==> config.mk <==
export PLATFORM = sky130hd
export DESIGN_NAME = color_code_to_ansi_expander_unit
export DESIGN_NICKNAME = d
export VERILOG_FILES = /design/src/hdl/ccae_pkg.sv /design/src/hdl/ccae_front.sv /design/src/hdl/ccae_queue.sv /design/src/hdl/ccae_back.sv /design/src/hdl/color_code_to_ansi_expander_unit.sv
export SDC_FILE = /design/constraint.sdc
export NUM_CORES = 1
export LEC_CHECK = 0
export BUFFER_PORTS_ARGS = -buffer_cell sky130_fd_sc_hd__buf_2
export CAP_MARGIN = 10
export CORE_ASPECT_RATIO = 1.75
export CORE_MARGIN = 3
export CORE_UTILIZATION = 40
export DETAILED_ROUTE_END_ITERATION = 8
export PLACE_DENSITY = 0.56
export RECOVER_POWER = 100
export SLEW_MARGIN = 20
export SYNTH_ARGS = -nofsm -noshare
export SYNTH_HDL_FRONTEND = slang
export SYNTH_SLANG_ARGS = --single-unit
==> constraint.sdc <==
create_clock -name clk -period 6.4 [get_ports clk]
set_clock_uncertainty 0.2 [all_clocks]
set_input_delay 0 -clock clk [delete_from_list [all_inputs] [get_ports clk]]
set_output_delay 0 -clock clk [all_outputs]
set_load 0.02 [all_outputs]
==> src/hdl/ccae_pkg.sv <==
// shared types and constants for the color code to ansi expander
// holds the queue command type and the escape sequence table
// no dependencies

package ccae_pkg;

  // input byte that arms a pending color code
  localparam logic [7:0] CTRL_C = 8'h03;

  // depth of the command queue between front and back
  localparam int unsigned QUEUE_DEPTH = 4;

  // longest escape sequence and the width of a byte index into it
  localparam int unsigned SEQ_MAX = 11;
  localparam int unsigned SEQ_IDX_W = $clog2(SEQ_MAX);

  // number of sequences: reset plus nine colors
  localparam int unsigned SEQ_COUNT = 10;
  localparam int unsigned SEQ_SEL_W = $clog2(SEQ_COUNT);

  // command handed from front to back
  typedef struct packed {
    logic       expand;  // 1: data is a color code byte, 0: pass data through
    logic [7:0] data;
  } cmd_t;

  // escape sequence bytes, row 0 is the reset sequence, rows 1 to 9 the colors
  localparam logic [7:0] SEQ_TABLE [SEQ_COUNT][SEQ_MAX] = '{
    '{8'h1b, 8'h5b, 8'h30, 8'h6d, 8'h00, 8'h00, 8'h00, 8'h00, 8'h00, 8'h00, 8'h00},
    '{8'h1b, 8'h5b, 8'h30, 8'h3b, 8'h31, 8'h3b, 8'h33, 8'h36, 8'h6d, 8'h00, 8'h00},
    '{8'h1b, 8'h5b, 8'h30, 8'h3b, 8'h31, 8'h3b, 8'h33, 8'h33, 8'h6d, 8'h00, 8'h00},
    '{8'h1b, 8'h5b, 8'h30, 8'h3b, 8'h33, 8'h35, 8'h6d, 8'h00, 8'h00, 8'h00, 8'h00},
    '{8'h1b, 8'h5b, 8'h30, 8'h3b, 8'h31, 8'h3b, 8'h34, 8'h34, 8'h6d, 8'h00, 8'h00},
    '{8'h1b, 8'h5b, 8'h30, 8'h3b, 8'h33, 8'h32, 8'h6d, 8'h00, 8'h00, 8'h00, 8'h00},
    '{8'h1b, 8'h5b, 8'h30, 8'h3b, 8'h31, 8'h3b, 8'h35, 8'h3b, 8'h33, 8'h31, 8'h6d},
    '{8'h1b, 8'h5b, 8'h30, 8'h3b, 8'h31, 8'h3b, 8'h33, 8'h34, 8'h6d, 8'h00, 8'h00},
    '{8'h1b, 8'h5b, 8'h30, 8'h3b, 8'h33, 8'h34, 8'h6d, 8'h00, 8'h00, 8'h00, 8'h00},
    '{8'h1b, 8'h5b, 8'h30, 8'h3b, 8'h33, 8'h36, 8'h6d, 8'h00, 8'h00, 8'h00, 8'h00}
  };

  // index of the last byte of each sequence
  localparam logic [SEQ_IDX_W-1:0] SEQ_LAST_IDX [SEQ_COUNT] = '{
    SEQ_IDX_W'(3), SEQ_IDX_W'(8), SEQ_IDX_W'(8), SEQ_IDX_W'(6), SEQ_IDX_W'(8),
    SEQ_IDX_W'(6), SEQ_IDX_W'(10), SEQ_IDX_W'(8), SEQ_IDX_W'(6), SEQ_IDX_W'(6)
  };

endpackage

==> src/hdl/ccae_front.sv <==
// front end: accepts input bytes, tracks the pending color code flag
// and turns each byte into a queue command or nothing; uses ccae_pkg

module ccae_front (
  input  logic            clk,
  input  logic            rst,
  input  logic            cfg_we,
  input  logic            cfg_wdata,
  input  logic            in_valid,
  input  logic [7:0]      in_byte,
  input  logic            q_full,
  output logic            in_ready,
  output logic            push,
  output ccae_pkg::cmd_t  push_cmd
);

  logic ansi_enable;
  logic code_pending;
  logic code_pending_next;
  logic accept;

  assign in_ready = !q_full;
  assign accept   = in_valid && in_ready;

  // configuration register
  always_ff @(posedge clk) begin
    if (rst) begin
      ansi_enable <= 1'b1;
    end else if (cfg_we) begin
      ansi_enable <= cfg_wdata;
    end
  end

  // classify the byte of an accepted transaction
  always_comb begin
    code_pending_next = code_pending;
    push              = 1'b0;
    push_cmd.expand   = code_pending;
    push_cmd.data     = in_byte;
    if (accept) begin
      if (in_byte == ccae_pkg::CTRL_C) begin
        code_pending_next = 1'b1;
      end else if (!code_pending) begin
        push = 1'b1;
      end else begin
        code_pending_next = 1'b0;
        push              = ansi_enable;
      end
    end
  end

  // pending flag
  always_ff @(posedge clk) begin
    if (rst) begin
      code_pending <= 1'b0;
    end else begin
      code_pending <= code_pending_next;
    end
  end

endmodule

==> src/hdl/ccae_queue.sv <==
// short command queue between front and back
// register array with head and tail pointers; uses ccae_pkg

module ccae_queue #(
  parameter int unsigned DEPTH = ccae_pkg::QUEUE_DEPTH
) (
  input  logic            clk,
  input  logic            rst,
  input  logic            push,
  input  ccae_pkg::cmd_t  push_cmd,
  input  logic            pop,
  output logic            full,
  output logic            head_valid,
  output ccae_pkg::cmd_t  head_cmd
);

  localparam int unsigned PTR_W = $clog2(DEPTH);
  localparam int unsigned CNT_W = $clog2(DEPTH + 1);

  ccae_pkg::cmd_t   entries [DEPTH];
  logic [PTR_W-1:0] wr_ptr;
  logic [PTR_W-1:0] rd_ptr;
  logic [CNT_W-1:0] count;

  assign full       = (count == CNT_W'(DEPTH));
  assign head_valid = (count != '0);
  assign head_cmd   = entries[rd_ptr];

  // storage
  always_ff @(posedge clk) begin
    if (push) begin
      entries[wr_ptr] <= push_cmd;
    end
  end

  // pointers and fill count
  always_ff @(posedge clk) begin
    if (rst) begin
      wr_ptr <= '0;
      rd_ptr <= '0;
      count  <= '0;
    end else begin
      if (push) begin
        wr_ptr <= (wr_ptr == PTR_W'(DEPTH - 1)) ? '0 : wr_ptr + 1'b1;
      end
      if (pop) begin
        rd_ptr <= (rd_ptr == PTR_W'(DEPTH - 1)) ? '0 : rd_ptr + 1'b1;
      end
      if (push && !pop) begin
        count <= count + 1'b1;
      end else if (pop && !push) begin
        count <= count - 1'b1;
      end
    end
  end

endmodule

==> src/hdl/ccae_back.sv <==
// back end: takes commands from the queue and emits output bytes,
// walking the escape sequence table for color codes; uses ccae_pkg

module ccae_back (
  input  logic            clk,
  input  logic            rst,
  input  logic            head_valid,
  input  ccae_pkg::cmd_t  head_cmd,
  output logic            pop,
  output logic            out_valid,
  output logic [7:0]      out_byte,
  output logic            out_last,
  input  logic            out_ready
);

  logic [ccae_pkg::SEQ_IDX_W-1:0] idx;
  logic [ccae_pkg::SEQ_SEL_W-1:0] sel;
  logic [7:0]                     byte_now;
  logic                           last_now;
  logic                           load;

  // sequence select: digits one to nine pick a color, anything else reset
  always_comb begin
    if (head_cmd.data inside {[8'h31:8'h39]}) begin
      sel = head_cmd.data[ccae_pkg::SEQ_SEL_W-1:0];
    end else begin
      sel = '0;
    end
  end

  // byte and end marker for the current command
  always_comb begin
    if (head_cmd.expand) begin
      byte_now = ccae_pkg::SEQ_TABLE[sel][idx];
      last_now = (idx == ccae_pkg::SEQ_LAST_IDX[sel]);
    end else begin
      byte_now = head_cmd.data;
      last_now = 1'b1;
    end
  end

  assign load = head_valid && (!out_valid || out_ready);
  assign pop  = load && last_now;

  // byte index within the sequence
  always_ff @(posedge clk) begin
    if (rst) begin
      idx <= '0;
    end else if (load) begin
      idx <= last_now ? '0 : idx + 1'b1;
    end
  end

  // output register
  always_ff @(posedge clk) begin
    if (rst) begin
      out_valid <= 1'b0;
    end else if (load) begin
      out_valid <= 1'b1;
    end else if (out_ready) begin
      out_valid <= 1'b0;
    end
  end

  always_ff @(posedge clk) begin
    if (load) begin
      out_byte <= byte_now;
      out_last <= last_now;
    end
  end

endmodule

==> src/hdl/color_code_to_ansi_expander_unit.sv <==
// top level of the color code to ansi expander
// instantiates ccae_front, ccae_queue and ccae_back; uses ccae_pkg
//
// usage:
// - input stream s_axis: one terminal byte per transaction in s_axis_tdata
// - output stream m_axis: one byte per transaction, m_axis_tlast marks the
//   final byte produced by one input byte
// - cfg_we/cfg_wdata write ansi_enable (reset 1); write only while idle
// - a ctrl-c byte produces nothing and arms a pending code; the next other
//   byte becomes an escape sequence of 4 to 11 bytes (or nothing when
//   ansi_enable is 0); other bytes pass through unchanged
// - throughput: one output byte per cycle from the back end while
//   m_axis_tready is high; pass-through bytes flow at one per cycle, a color
//   code holds the back end until every byte of its sequence is out
// - a 4-entry command queue decouples input from output; s_axis_tready drops
//   when it is full, so a stalled receiver backs up into the input
// - reset clears the pending code, the queue and the output register and
//   sets ansi_enable to 1

module color_code_to_ansi_expander_unit #(
  parameter int unsigned QUEUE_DEPTH = ccae_pkg::QUEUE_DEPTH
) (
  input  logic       clk,
  input  logic       rst,
  input  logic       cfg_we,
  input  logic       cfg_wdata,       // ansi_enable
  input  logic       s_axis_tvalid,
  output logic       s_axis_tready,
  input  logic [7:0] s_axis_tdata,    // [7:0] in_byte
  output logic       m_axis_tvalid,
  input  logic       m_axis_tready,
  output logic [7:0] m_axis_tdata,    // [7:0] out_byte
  output logic       m_axis_tlast
);

  logic           push;
  ccae_pkg::cmd_t push_cmd;
  logic           q_full;
  logic           pop;
  logic           head_valid;
  ccae_pkg::cmd_t head_cmd;

  // input classification
  ccae_front u_front (
    .clk      (clk),
    .rst      (rst),
    .cfg_we   (cfg_we),
    .cfg_wdata(cfg_wdata),
    .in_valid (s_axis_tvalid),
    .in_byte  (s_axis_tdata),
    .q_full   (q_full),
    .in_ready (s_axis_tready),
    .push     (push),
    .push_cmd (push_cmd)
  );

  // command queue
  ccae_queue #(
    .DEPTH(QUEUE_DEPTH)
  ) u_queue (
    .clk       (clk),
    .rst       (rst),
    .push      (push),
    .push_cmd  (push_cmd),
    .pop       (pop),
    .full      (q_full),
    .head_valid(head_valid),
    .head_cmd  (head_cmd)
  );

  // output expansion
  ccae_back u_back (
    .clk       (clk),
    .rst       (rst),
    .head_valid(head_valid),
    .head_cmd  (head_cmd),
    .pop       (pop),
    .out_valid (m_axis_tvalid),
    .out_byte  (m_axis_tdata),
    .out_last  (m_axis_tlast),
    .out_ready (m_axis_tready)
  );

endmodule

==> results of run 1 <==
==> cells by family after synthesis <==
family                   after synthesis  synth area share
buffers and inverters                 23            0.0307
multiplexers                          15            0.0830
AO/OA/AOI/OAI                         60             0.140
XOR/XNOR                               6            0.0165
AND/OR/NAND/NOR                       79             0.138
flip-flops                            61             0.526
adder cells (fa/ha/maj)               16            0.0653
==> worst min path at each step <==
stage / startpoint / end / slack [ns] / depth (start not counted)
after global placement: cfg_wdata / u_front.ansi_enable / 0.02 / 3
after floorplan: rst / u_back.idx[1] / -0.13 / 1
after CTS: cfg_wdata / u_front.ansi_enable / 0.22 / 4
final: cfg_wdata / u_front.ansi_enable / 0.24 / 4
after global routing: cfg_wdata / u_front.ansi_enable / 0.29 / 4
after detailed placement: cfg_wdata / u_front.ansi_enable / 0.02 / 3
==> report_power, final <==
| part | internal [W] | switching, W |
|---|---|---|
| clock | 0.000296 | 0.000153 |
| combinational | 0.000227 | 0.000328 |
| sequential | 0.000531 | 0.0000813 |
| total | 0.00105 | 0.000563 |
==> worst register-to-register path, stage by stage, from the launching register on <==
cell	delay, ns
dfxtp_1	0.68
mux4_2	0.60
nor4bb_1	0.29
clkbuf_1	0.33
and2_0	0.22
nand2_1	0.12
ha_1	0.47
inv_1	0.12
nor3_1	0.20
a211oi_1	0.07
o221ai_1	0.31
nand2_1	0.12
nor2_1	0.32
inv_1	0.09
ha_1	0.21
inv_1	0.09
fa_1	0.19
xor2_1	0.08
or3_1	0.31
a21oi_1	0.14
==> layout by cell type (no fill, tap or decap), drive strengths merged, types with 3 or more instances in the layout <==
cell type and instances:
edfxtp 45, clkbuf 32, nor2 21, nand2 20, dfxtp 16, ha 15
dlygate4sd3 15, a21oi 13, inv 11, mux4 9, and2 9, nor3 8
o21ai 8, nor2b 5, mux2i 5, a31oi 5, a211oi 4, o22a 4
xor2 4, buf 4, clkinv 4, o21bai 3, o31ai 3
==> per-layer routing <==
layer  track usage  wire length (microns)
met5             0                      0
met3        0.0347                    151
met4         0.110                    276
met1         0.183                   2690
met2         0.294                   3710
==> cell type report <==
cell class | instances | area [sq um] | share of cell area
repair buffers | 41 | 253 | 0.0676
clock buffers | 10 | 229 | 0.0612
well taps | 88 | 110 | 0.0294
multi-input cells | 176 | 1380 | 0.370
flip-flops and latches | 61 | 1670 | 0.447
inverters | 11 | 41.3 | 0.0110
clock inverters | 6 | 53.8 | 0.0144
==> state kept, by name, summed over array words and instances, names as in the netlist, named ones only <==
| register | flops |
|---|---|
| u_back.idx | 4 |
| u_back.out_valid | 1 |
| u_queue.count | 3 |
| u_back.out_byte | 8 |
| u_front.code_pending | 1 |
| u_back.out_last | 1 |
| u_queue.rd_ptr | 2 |
| u_queue.wr_ptr | 2 |
| u_queue.entries | 36 |
| u_front.ansi_enable | 1 |
==> stage by stage <==
step | hold slack [ns] | util | std cells | power [W]
after global routing | 0.286 | 0.488 | 393 | 0.00173
after detailed placement | 0.0194 | 0.439 | 362 | 0.00121
after CTS | 0.224 | 0.495 | 393 | 0.00168
after floorplan | -0.131 | - | 260 | 0.00105
after global placement | 0.0165 | 0.439 | 362 | 0.00120
final | 0.241 | 0.488 | 393 | 0.00162
==> what timing repair did <==
item,4_1_cts,5_1_grt
hold buffers,15,0
endpoints found under the hold margin,45,0
gates resized for setup,0,0
==> impl_metrics.json, run 1 <==
{
  "gr-usage-all-layers": 0.170,
  "core-area_sq_um": 7670,
  "worst-slew-pin-transition_ns": 0.952,
  "crit_type": "flop to flop",
  "fin_crit_ns": 5.25,
  "p_leak_nw": 1.32,
  "crit_slowest_cell": "dfxtp_1",
  "dpl_cell_area_sq_um": 3370,
  "max_stage_delay_ns": 0.68,
  "power.density_nw_per_um2": 432,
  "start_util": 0.414,
  "cp-start-kind": "flop",
  "setup_tns_ns": 0,
  "synth-edff-count": 45,
  "stdcell_area_sq_um": 3740,
  "critical_path.max_fanout": 9,
  "cp_num_buf_inv": 4,
  "drv_cap": 0,
  "synth_cells": 260,
  "hold_violations": 0,
  "dieArea_sq_um": 9100,
  "fin_crit_sh": 0.821,
  "cp.required_ns": 6.44,
  "clockRootBuffer": "clkbuf_16",
  "timing.fmax_mhz": 190,
  "setup_viol": 0,
  "die_w_microns": 73.4,
  "vias_per_cell": 5.42,
  "overflow": 0,
  "ys.flop_type": "edfxtp_1",
  "drt_iter0_drc": 111,
  "ys_types": 58,
  "crit_path_end_kind": "flop",
  "outcome": "finished, final reports clean",
  "wl_per_cell_microns": 17.4,
  "die_h_microns": 124,
  "drc": 0,
  "clk_pin_slew_worst_paths_ns": 0.05,
  "relSlewSlack": 0.365,
  "portBuffers": 24,
  "syn2layout_area_growth_pct": 17.7,
  "ys_seq_area_frac": 0.526,
  "worst-path-stages": 19,
  "io_pins": 25,
  "cts_setup_buffers": 0,
  "synth_area_sq_um": 3180,
  "crit_end": "u_queue.count[2]",
  "drive_gt1_frac": 0.105,
  "r2r_setup_slack_ns": 1.15,
  "synth_most_common_cell": "edfxtp_1",
  "yosys_register_bits": 61,
  "antenna_found_initial": 0,
  "synth.avg_cell_area_sq_um": 12.2,
  "hold_class": "input pin to flop",
  "ant_nets": 0,
  "grt_pass1_vias": 2260,
  "antenna_cells": 0,
  "core.rowCount": 42,
  "synth.top_cells.by_area": "edfxtp_1 (43%), dfxtp_1 (10%), mux4_2 (6.4%)",
  "maxSlewViolCount": 0,
  "ys_warn_count": 0,
  "drt_wl_total_microns": 6830,
  "clock_tree.buffer_depth": 2,
  "syn_nets": 290,
  "synthArstFlopShare": 0,
  "htree_num_levels": 3,
  "cts_tree": "built",
  "synth_largest_area_cell": "edfxtp_1",
  "synth.top_cell.area_share": 0.425,
  "n_fill_cell": 719,
  "ys_top_cells_by_count": "edfxtp_1 (45), nand2_1 (20), nor2_1 (19)",
  "worstPathArrival_ns": 5.29,
  "clock-sinks": 61,
  "vdd_drop_max_uv": 222,
  "hpwl_microns": 4830,
  "crit_path_cell_trace": "mux4_2 > nor4bb_1 > clkbuf_1 > and2_0 > nand2_1 > ha_1 > inv_1 > nor3_1 > a211oi_1 > o221ai_1 > nand2_1 > nor2_1 > inv_1 > ha_1 > inv_1 > fa_1 > xor2_1 > or3_1 > a21oi_1",
  "gp_congestion": 0.835,
  "numCtsBuffers": 9,
  "setup_slack_ns": 1.15,
  "r2r_cells": 19,
  "rsz0062_at_grt": "false",
  "nets": 330,
  "reg2reg_to": "u_queue.count[2]",
  "clk-insertion-delay-late_ns": 0.32,
  "crit_family": "simple AND/OR/NAND/NOR gates",
  "grt_max_degree": 27,
  "dp_worst_setup_slack_ns": 1.26,
  "dr.pass1.iters": 4,
  "grt_pass1_wl_microns": 11400,
  "crit_path_frequent_cell": "inv_1",
  "vias": 2132
}
Power figures use the tool's default switching activity.
==> run 2: changes to the inputs <==
==> constraint.sdc (replaced) <==
create_clock -name clk -period 5.25 [get_ports clk]
set_clock_uncertainty 0.2 [all_clocks]
set_input_delay 0 -clock clk [delete_from_list [all_inputs] [get_ports clk]]
set_output_delay 0 -clock clk [all_outputs]
set_load 0.02 [all_outputs]
==> run 2 against run 1 <==
Against the previous run:
- setup slack worse by 0.60 ns
- global-route usage down 0.21 points
- clock power up 32%
- final cell count up 1.3%
- wire length up 0.62%
- critical path depth unchanged
- maximum frequency up 12%
- combinational power up 37%
- via count up 2.7%
- power up 26%
- non-clock buffer count up 5
- highest routed layer unchanged
==> impl_metrics.json, run 2 (synthesis gave the netlist of run 1 again) <==
{
  "outcome": "finished, final reports clean",
  "worst-slew-pin-transition_ns": 0.915,
  "vdd_drop_max_uv": 289,
  "timing.fmax_mhz": 213,
  "drive_gt1_frac": 0.139,
  "layout_common_cells": "edfxtp_1 (45), clkbuf_1 (22), nor2_1 (20), nand2_1 (20), dfxtp_1 (16)",
  "rsz0062_at_grt": "false",
  "vias_per_cell": 5.50,
  "setup_slack_ns": 0.544,
  "reg.largest.list": "u_queue.entries (36), u_back.out_byte (8), u_back.idx (4)",
  "drt_wl_total_microns": 6870,
  "largest_reg_flops": 36,
  "grt_busiest_layer": "met2",
  "cts_setup_buffers": 0,
  "nets": 335,
  "gp_congestion": 0.813,
  "wl_per_cell_microns": 17.3,
  "final_common_cell": "edfxtp_1",
  "drc": 0,
  "clk_pin_slew_worst_paths_ns": 0.05,
  "cts_tree": "built",
  "p_leak_nw": 1.37,
  "core-area_sq_um": 7670,
  "crit_slowest_cell": "mux4_2",
  "antenna_cells": 0,
  "crit_path_frequent_cell": "inv_1",
  "grt_util_met2": 0.298,
  "grt_pass1_vias": 2203,
  "cp.required_ns": 5.29,
  "p_total_w": 0.00205,
  "critical_path.max_fanout": 7,
  "largest-register": "u_queue.entries",
  "crit_type": "flop to flop",
  "use_met1": 0.174,
  "numPlacedInstances": 367,
  "grt_pass1_wl_microns": 11200,
  "clock-sinks": 61,
  "worstPathArrival_ns": 4.75,
  "hold_class": "input pin to flop",
  "die_h_microns": 124,
  "worst_hold_slack_ns": 0.247,
  "portBuffers": 24,
  "gr-usage-all-layers": 0.168,
  "relSlewSlack": 0.390,
  "hold_depth": 4,
  "power.density_nw_per_um2": 535,
  "crit_path_cell_trace": "buf_4 > mux4_2 > nor4bb_2 > and2_0 > nand2_1 > inv_1 > ha_1 > or3_4 > nand2_1 > mux2i_1 > o31a_4 > nor2_1 > inv_1 > ha_1 > inv_1 > fa_1 > xor2_1 > or3_1 > a21oi_1",
  "vias": 2190,
  "start_util": 0.414,
  "globalRouteMet3Util": 0.0428,
  "core.rowCount": 42,
  "drt_iter0_drc": 194,
  "numCtsBuffers": 9,
  "clk-insertion-delay-late_ns": 0.32,
  "maxSlewViolCount": 0,
  "die_w_microns": 73.4,
  "dieArea_sq_um": 9100,
  "setup_viol": 0,
  "r2r_cells": 19,
  "hold_violations": 0,
  "fin_crit_ns": 4.71,
  "htree_num_levels": 3,
  "hpwl_microns": 4930,
  "max_stage_delay_ns": 0.58,
  "overflow": 0,
  "setup_tns_ns": 0,
  "clockRootBuffer": "clkbuf_16",
  "clock_tree.buffer_depth": 2,
  "fin_crit_sh": 0.896,
  "crit_path_end_kind": "flop",
  "grt_max_degree": 27,
  "syn2layout_area_growth_pct": 20.3,
  "dp_worst_setup_slack_ns": 0.464,
  "dr.pass1.iters": 4,
  "cp-start-kind": "flop",
  "io_pins": 25,
  "antenna_found_initial": 0,
  "ant_nets": 0,
  "final_cells": 398,
  "drv_cap": 0
}
-- run 2: cell types whose count changed in the layout (fill, tap and decap cells not counted), sizes merged --
cell	before	now
clkbuf	32	34
buf	4	10
clkinv	4	1
-- run 2: report_power, final --
group          internal, W  switching [W]  total (W)  leakage [nW]
Sequential        0.000648      0.0000440   0.000692         0.547
Combinational     0.000296       0.000464   0.000760         0.672
Clock             0.000404       0.000189   0.000594         0.152
Total              0.00135       0.000697    0.00205          1.37
-- run 2: metrics by stage --
stage	util	cell area [sq um]
after floorplan	-	3180
after global placement	0.444	3410
after detailed placement	0.444	3410
after CTS	0.504	3870
after global routing	0.498	3820
final	0.498	3820
-- run 2: cell type report --
type                       count  area (sq um)
multi-input combinational    176          1390
clock buffer                  13           270
timing repair buffer          46           294
sequential                    61          1670
inverter                      11          41.3
clock inverter                 3          42.5
tap                           88           110
fill                         688          3850
-- run 2: metal layers --
layer  vias up  part of all wire
met4         0             0.031
met2        43              0.56
met1      1052              0.38
met3        18             0.029
met5         -                 0
li1       1077                 -
-- run 2: critical path, delay by kind of cell (launching register included) --
family          cells  cell delay [ns]
buf+inv             4             0.50
mux                 2             0.68
simple gates        7             1.61
compound gates      2             0.52
fa+ha+maj           3             0.64
xor+xnor            1             0.08
flops               1             0.40
-- run 2: worst paths after layout --
kind                            slack, ns             start             endpoint
worst max-delay path                 0.54              flop     u_queue.count[2]
worst min-delay path                 0.25         cfg_wdata  u_front.ansi_enable
worst max register to register       0.54              flop     u_queue.count[2]
worst min register to register       0.31  u_queue.count[2]     u_queue.count[2]
-- run 2: what timing repair did --
action,in CTS,in global routing
setup endpoints to repair,0,1
hold buffers,15,0
hold endpoints to repair,45,0
gates resized for setup,0,1
==> run 3: changes to the inputs <==
--- a/config.mk
+++ b/config.mk
@@ -9,9 +9,10 @@
 export CAP_MARGIN = 10
 export CORE_ASPECT_RATIO = 1.75
 export CORE_MARGIN = 3
-export CORE_UTILIZATION = 40
+export CORE_UTILIZATION = 45
 export DETAILED_ROUTE_END_ITERATION = 8
-export PLACE_DENSITY = 0.56
+export GPL_TIMING_DRIVEN = 0
+export PLACE_DENSITY = 0.62
 export RECOVER_POWER = 100
 export SLEW_MARGIN = 20
 export SYNTH_ARGS = -nofsm -noshare
==> run 3 against run 2 <==
Against the previous run:
- count of clock-buffer cells in the layout is 4 lower
- worst hold slack better by 0.018 ns
- sequential share of layout area is 0.51 points lower
- register-to-register slack worse by 0.18 ns
- via count is 1.6% higher
- critical path type unchanged
- critical path depth is 1 higher
- largest power group unchanged
- combinational power is 0.5% higher
==> impl_metrics.json, run 3 (synthesis gave the netlist of run 1 again) <==
{
  "power.density_nw_per_um2": 560,
  "grt_max_degree": 14,
  "clock_tree.buffer_depth": 2,
  "dr_wl_met2_microns": 3630,
  "vdd_drop_max_uv": 384,
  "hold_depth": 4,
  "io_pins": 25,
  "outcome": "finished, final reports clean",
  "crit_slowest_cell": "mux4_2",
  "hp-start": "cfg_wdata",
  "worstPathArrival_ns": 4.93,
  "relSlewSlack": 0.476,
  "syn2layout_area_growth_pct": 21.7,
  "cp-start-kind": "flop",
  "power.share.clock": 0.325,
  "core-area_sq_um": 6690,
  "dr.pass1.iters": 4,
  "crit_path_cell_trace": "buf_6 > mux4_2 > nor4bb_1 > buf_2 > and2_0 > nand2_1 > ha_1 > inv_1 > nor3_1 > a211oi_1 > o221ai_1 > nand2_1 > nor2_8 > inv_1 > ha_1 > inv_1 > fa_1 > xor2_1 > or3_1 > a21oi_1",
  "cts_resized": 0,
  "largest-register": "u_queue.entries",
  "drt_wl_total_microns": 6670,
  "die_h_microns": 117,
  "start_util": 0.476,
  "ant_nets": 0,
  "cp.required_ns": 5.30,
  "grt_pass1_vias": 2259,
  "core.rowCount": 39,
  "top_layer_used": "met4",
  "timing.fmax_mhz": 205,
  "setup_tns_ns": 0,
  "clock-sinks": 61,
  "p_sw_frac": 0.330,
  "n_fill_cell": 563,
  "hold_class": "input pin to flop",
  "cts_setup_buffers": 0,
  "maxSlewViolCount": 0,
  "r2r_cells": 20,
  "crit_type": "flop to flop",
  "numPlacedInstances": 367,
  "max_stage_delay_ns": 0.57,
  "setup_viol": 0,
  "rsz0062_at_grt": "false",
  "worst-slew-pin-transition_ns": 0.779,
  "gp_congestion": 0.868,
  "dieArea_sq_um": 8150,
  "drt_iter0_drc": 118,
  "seqPwrFrac": 0.322,
  "antenna_found_initial": 0,
  "drc": 0,
  "layout_common_cells": "edfxtp_1 (45), clkbuf_1 (28), nand2_1 (20)",
  "grt_pass1_wl_microns": 10700,
  "largest_reg_flops": 36,
  "htree_num_levels": 3,
  "die_w_microns": 69.5,
  "numCtsBuffers": 9,
  "final_cells": 396,
  "wl_per_cell_microns": 16.8,
  "fin_crit_ns": 4.88,
  "portBuffers": 24,
  "crit_path_end_kind": "flop",
  "nets": 339,
  "vias_per_cell": 5.62,
  "clk-insertion-delay-late_ns": 0.33,
  "overflow": 0,
  "wl_met1_microns": 2400,
  "clockRootBuffer": "clkbuf_16",
  "p_sw_w": 0.000716,
  "reg.largest.list": "u_queue.entries (36), u_back.out_byte (8), u_back.idx (4)",
  "critical_path.max_fanout": 9,
  "final_common_cell": "edfxtp_1",
  "drive_gt1_frac": 0.127,
  "p_int_w": 0.00145,
  "power_frac_comb": 0.352,
  "gr-usage-all-layers": 0.177,
  "p_total_w": 0.00217,
  "drv_cap": 0,
  "clk_pin_slew_worst_paths_ns": 0.05,
  "hpwl_microns": 4890,
  "vias": 2226,
  "wl_met3_microns": 222,
  "cts_tree": "built",
  "p_leak_nw": 1.40,
  "hold_violations": 0,
  "fin_crit_sh": 0.930,
  "antenna_cells": 0,
  "crit_path_frequent_cell": "inv_1"
}
-- run 3: worst max-delay path, delay by kind of cell (launching register included) --
kind,cells,cell delay (ns)
muxes,1,0.57
adders and majority gates,3,1.06
and+or+nand+nor,7,1.23
xor gates and xnor gates,1,0.17
AOI/OAI and AO/OA,3,0.57
DFF,1,0.32
buffers and inverters,5,0.67
-- run 3: metal layers --
| metal | vias to the layer above | GRT usage |
|---|---|---|
| met3 | 28 | 0.0513 |
| met4 | 0 | 0.137 |
| met2 | 56 | 0.324 |
| met5 | - | 0 |
| met1 | 1053 | 0.164 |
| li1 | 1089 | - |
-- run 3: final timing paths --
path	to	slack, ns
worst min register to register	u_back.out_valid	0.27
worst max register to register	u_queue.count[2]	0.37
worst min-delay path	u_front.ansi_enable	0.26
worst max-delay path	u_queue.count[2]	0.37
-- run 3: layout make-up --
type	instances	area [sq um]	area share
Buffer	11	52.6	0.0136
Inverter	11	41.3	0.0107
Clock inverter	7	138	0.0356
Clock buffer	9	225	0.0582
Timing Repair Buffer	39	239	0.0618
Sequential cell	61	1670	0.432
Tap cell	82	103	0.0265
Multi-Input combinational cell	176	1400	0.362
-- run 3: timing repair --
action                                  in CTS  in global routing
hold buffers                                14                  0
endpoints found under the hold margin       41                  0
endpoints found under the setup margin       0                  1
-- run 3: through the flow --
step / setup slack, ns / hold WS, ns / util / instance area [sq um]
2_1_floorplan: 0.780 / -0.131 / - / 3180
3_3_place_gp: 0.256 / 0.0140 / 0.509 / 3400
3_5_place_dp: 0.243 / 0.0276 / 0.511 / 3420
4_1_cts: 0.232 / 0.221 / 0.586 / 3920
5_1_grt: 0.0653 / 0.288 / 0.579 / 3870
6_report: 0.369 / 0.264 / 0.579 / 3870
-- run 3: power by group through the flow --
stage / clock [W] / combinational (W) / sequential, W
floorplan: 0 / 0.000534 / 0.000747
global placement: 0 / 0.000768 / 0.000704
detailed placement: 0 / 0.000788 / 0.000707
CTS: 0.000720 / 0.000805 / 0.000698
global route: 0.000741 / 0.000839 / 0.000709
finish: 0.000705 / 0.000764 / 0.000699
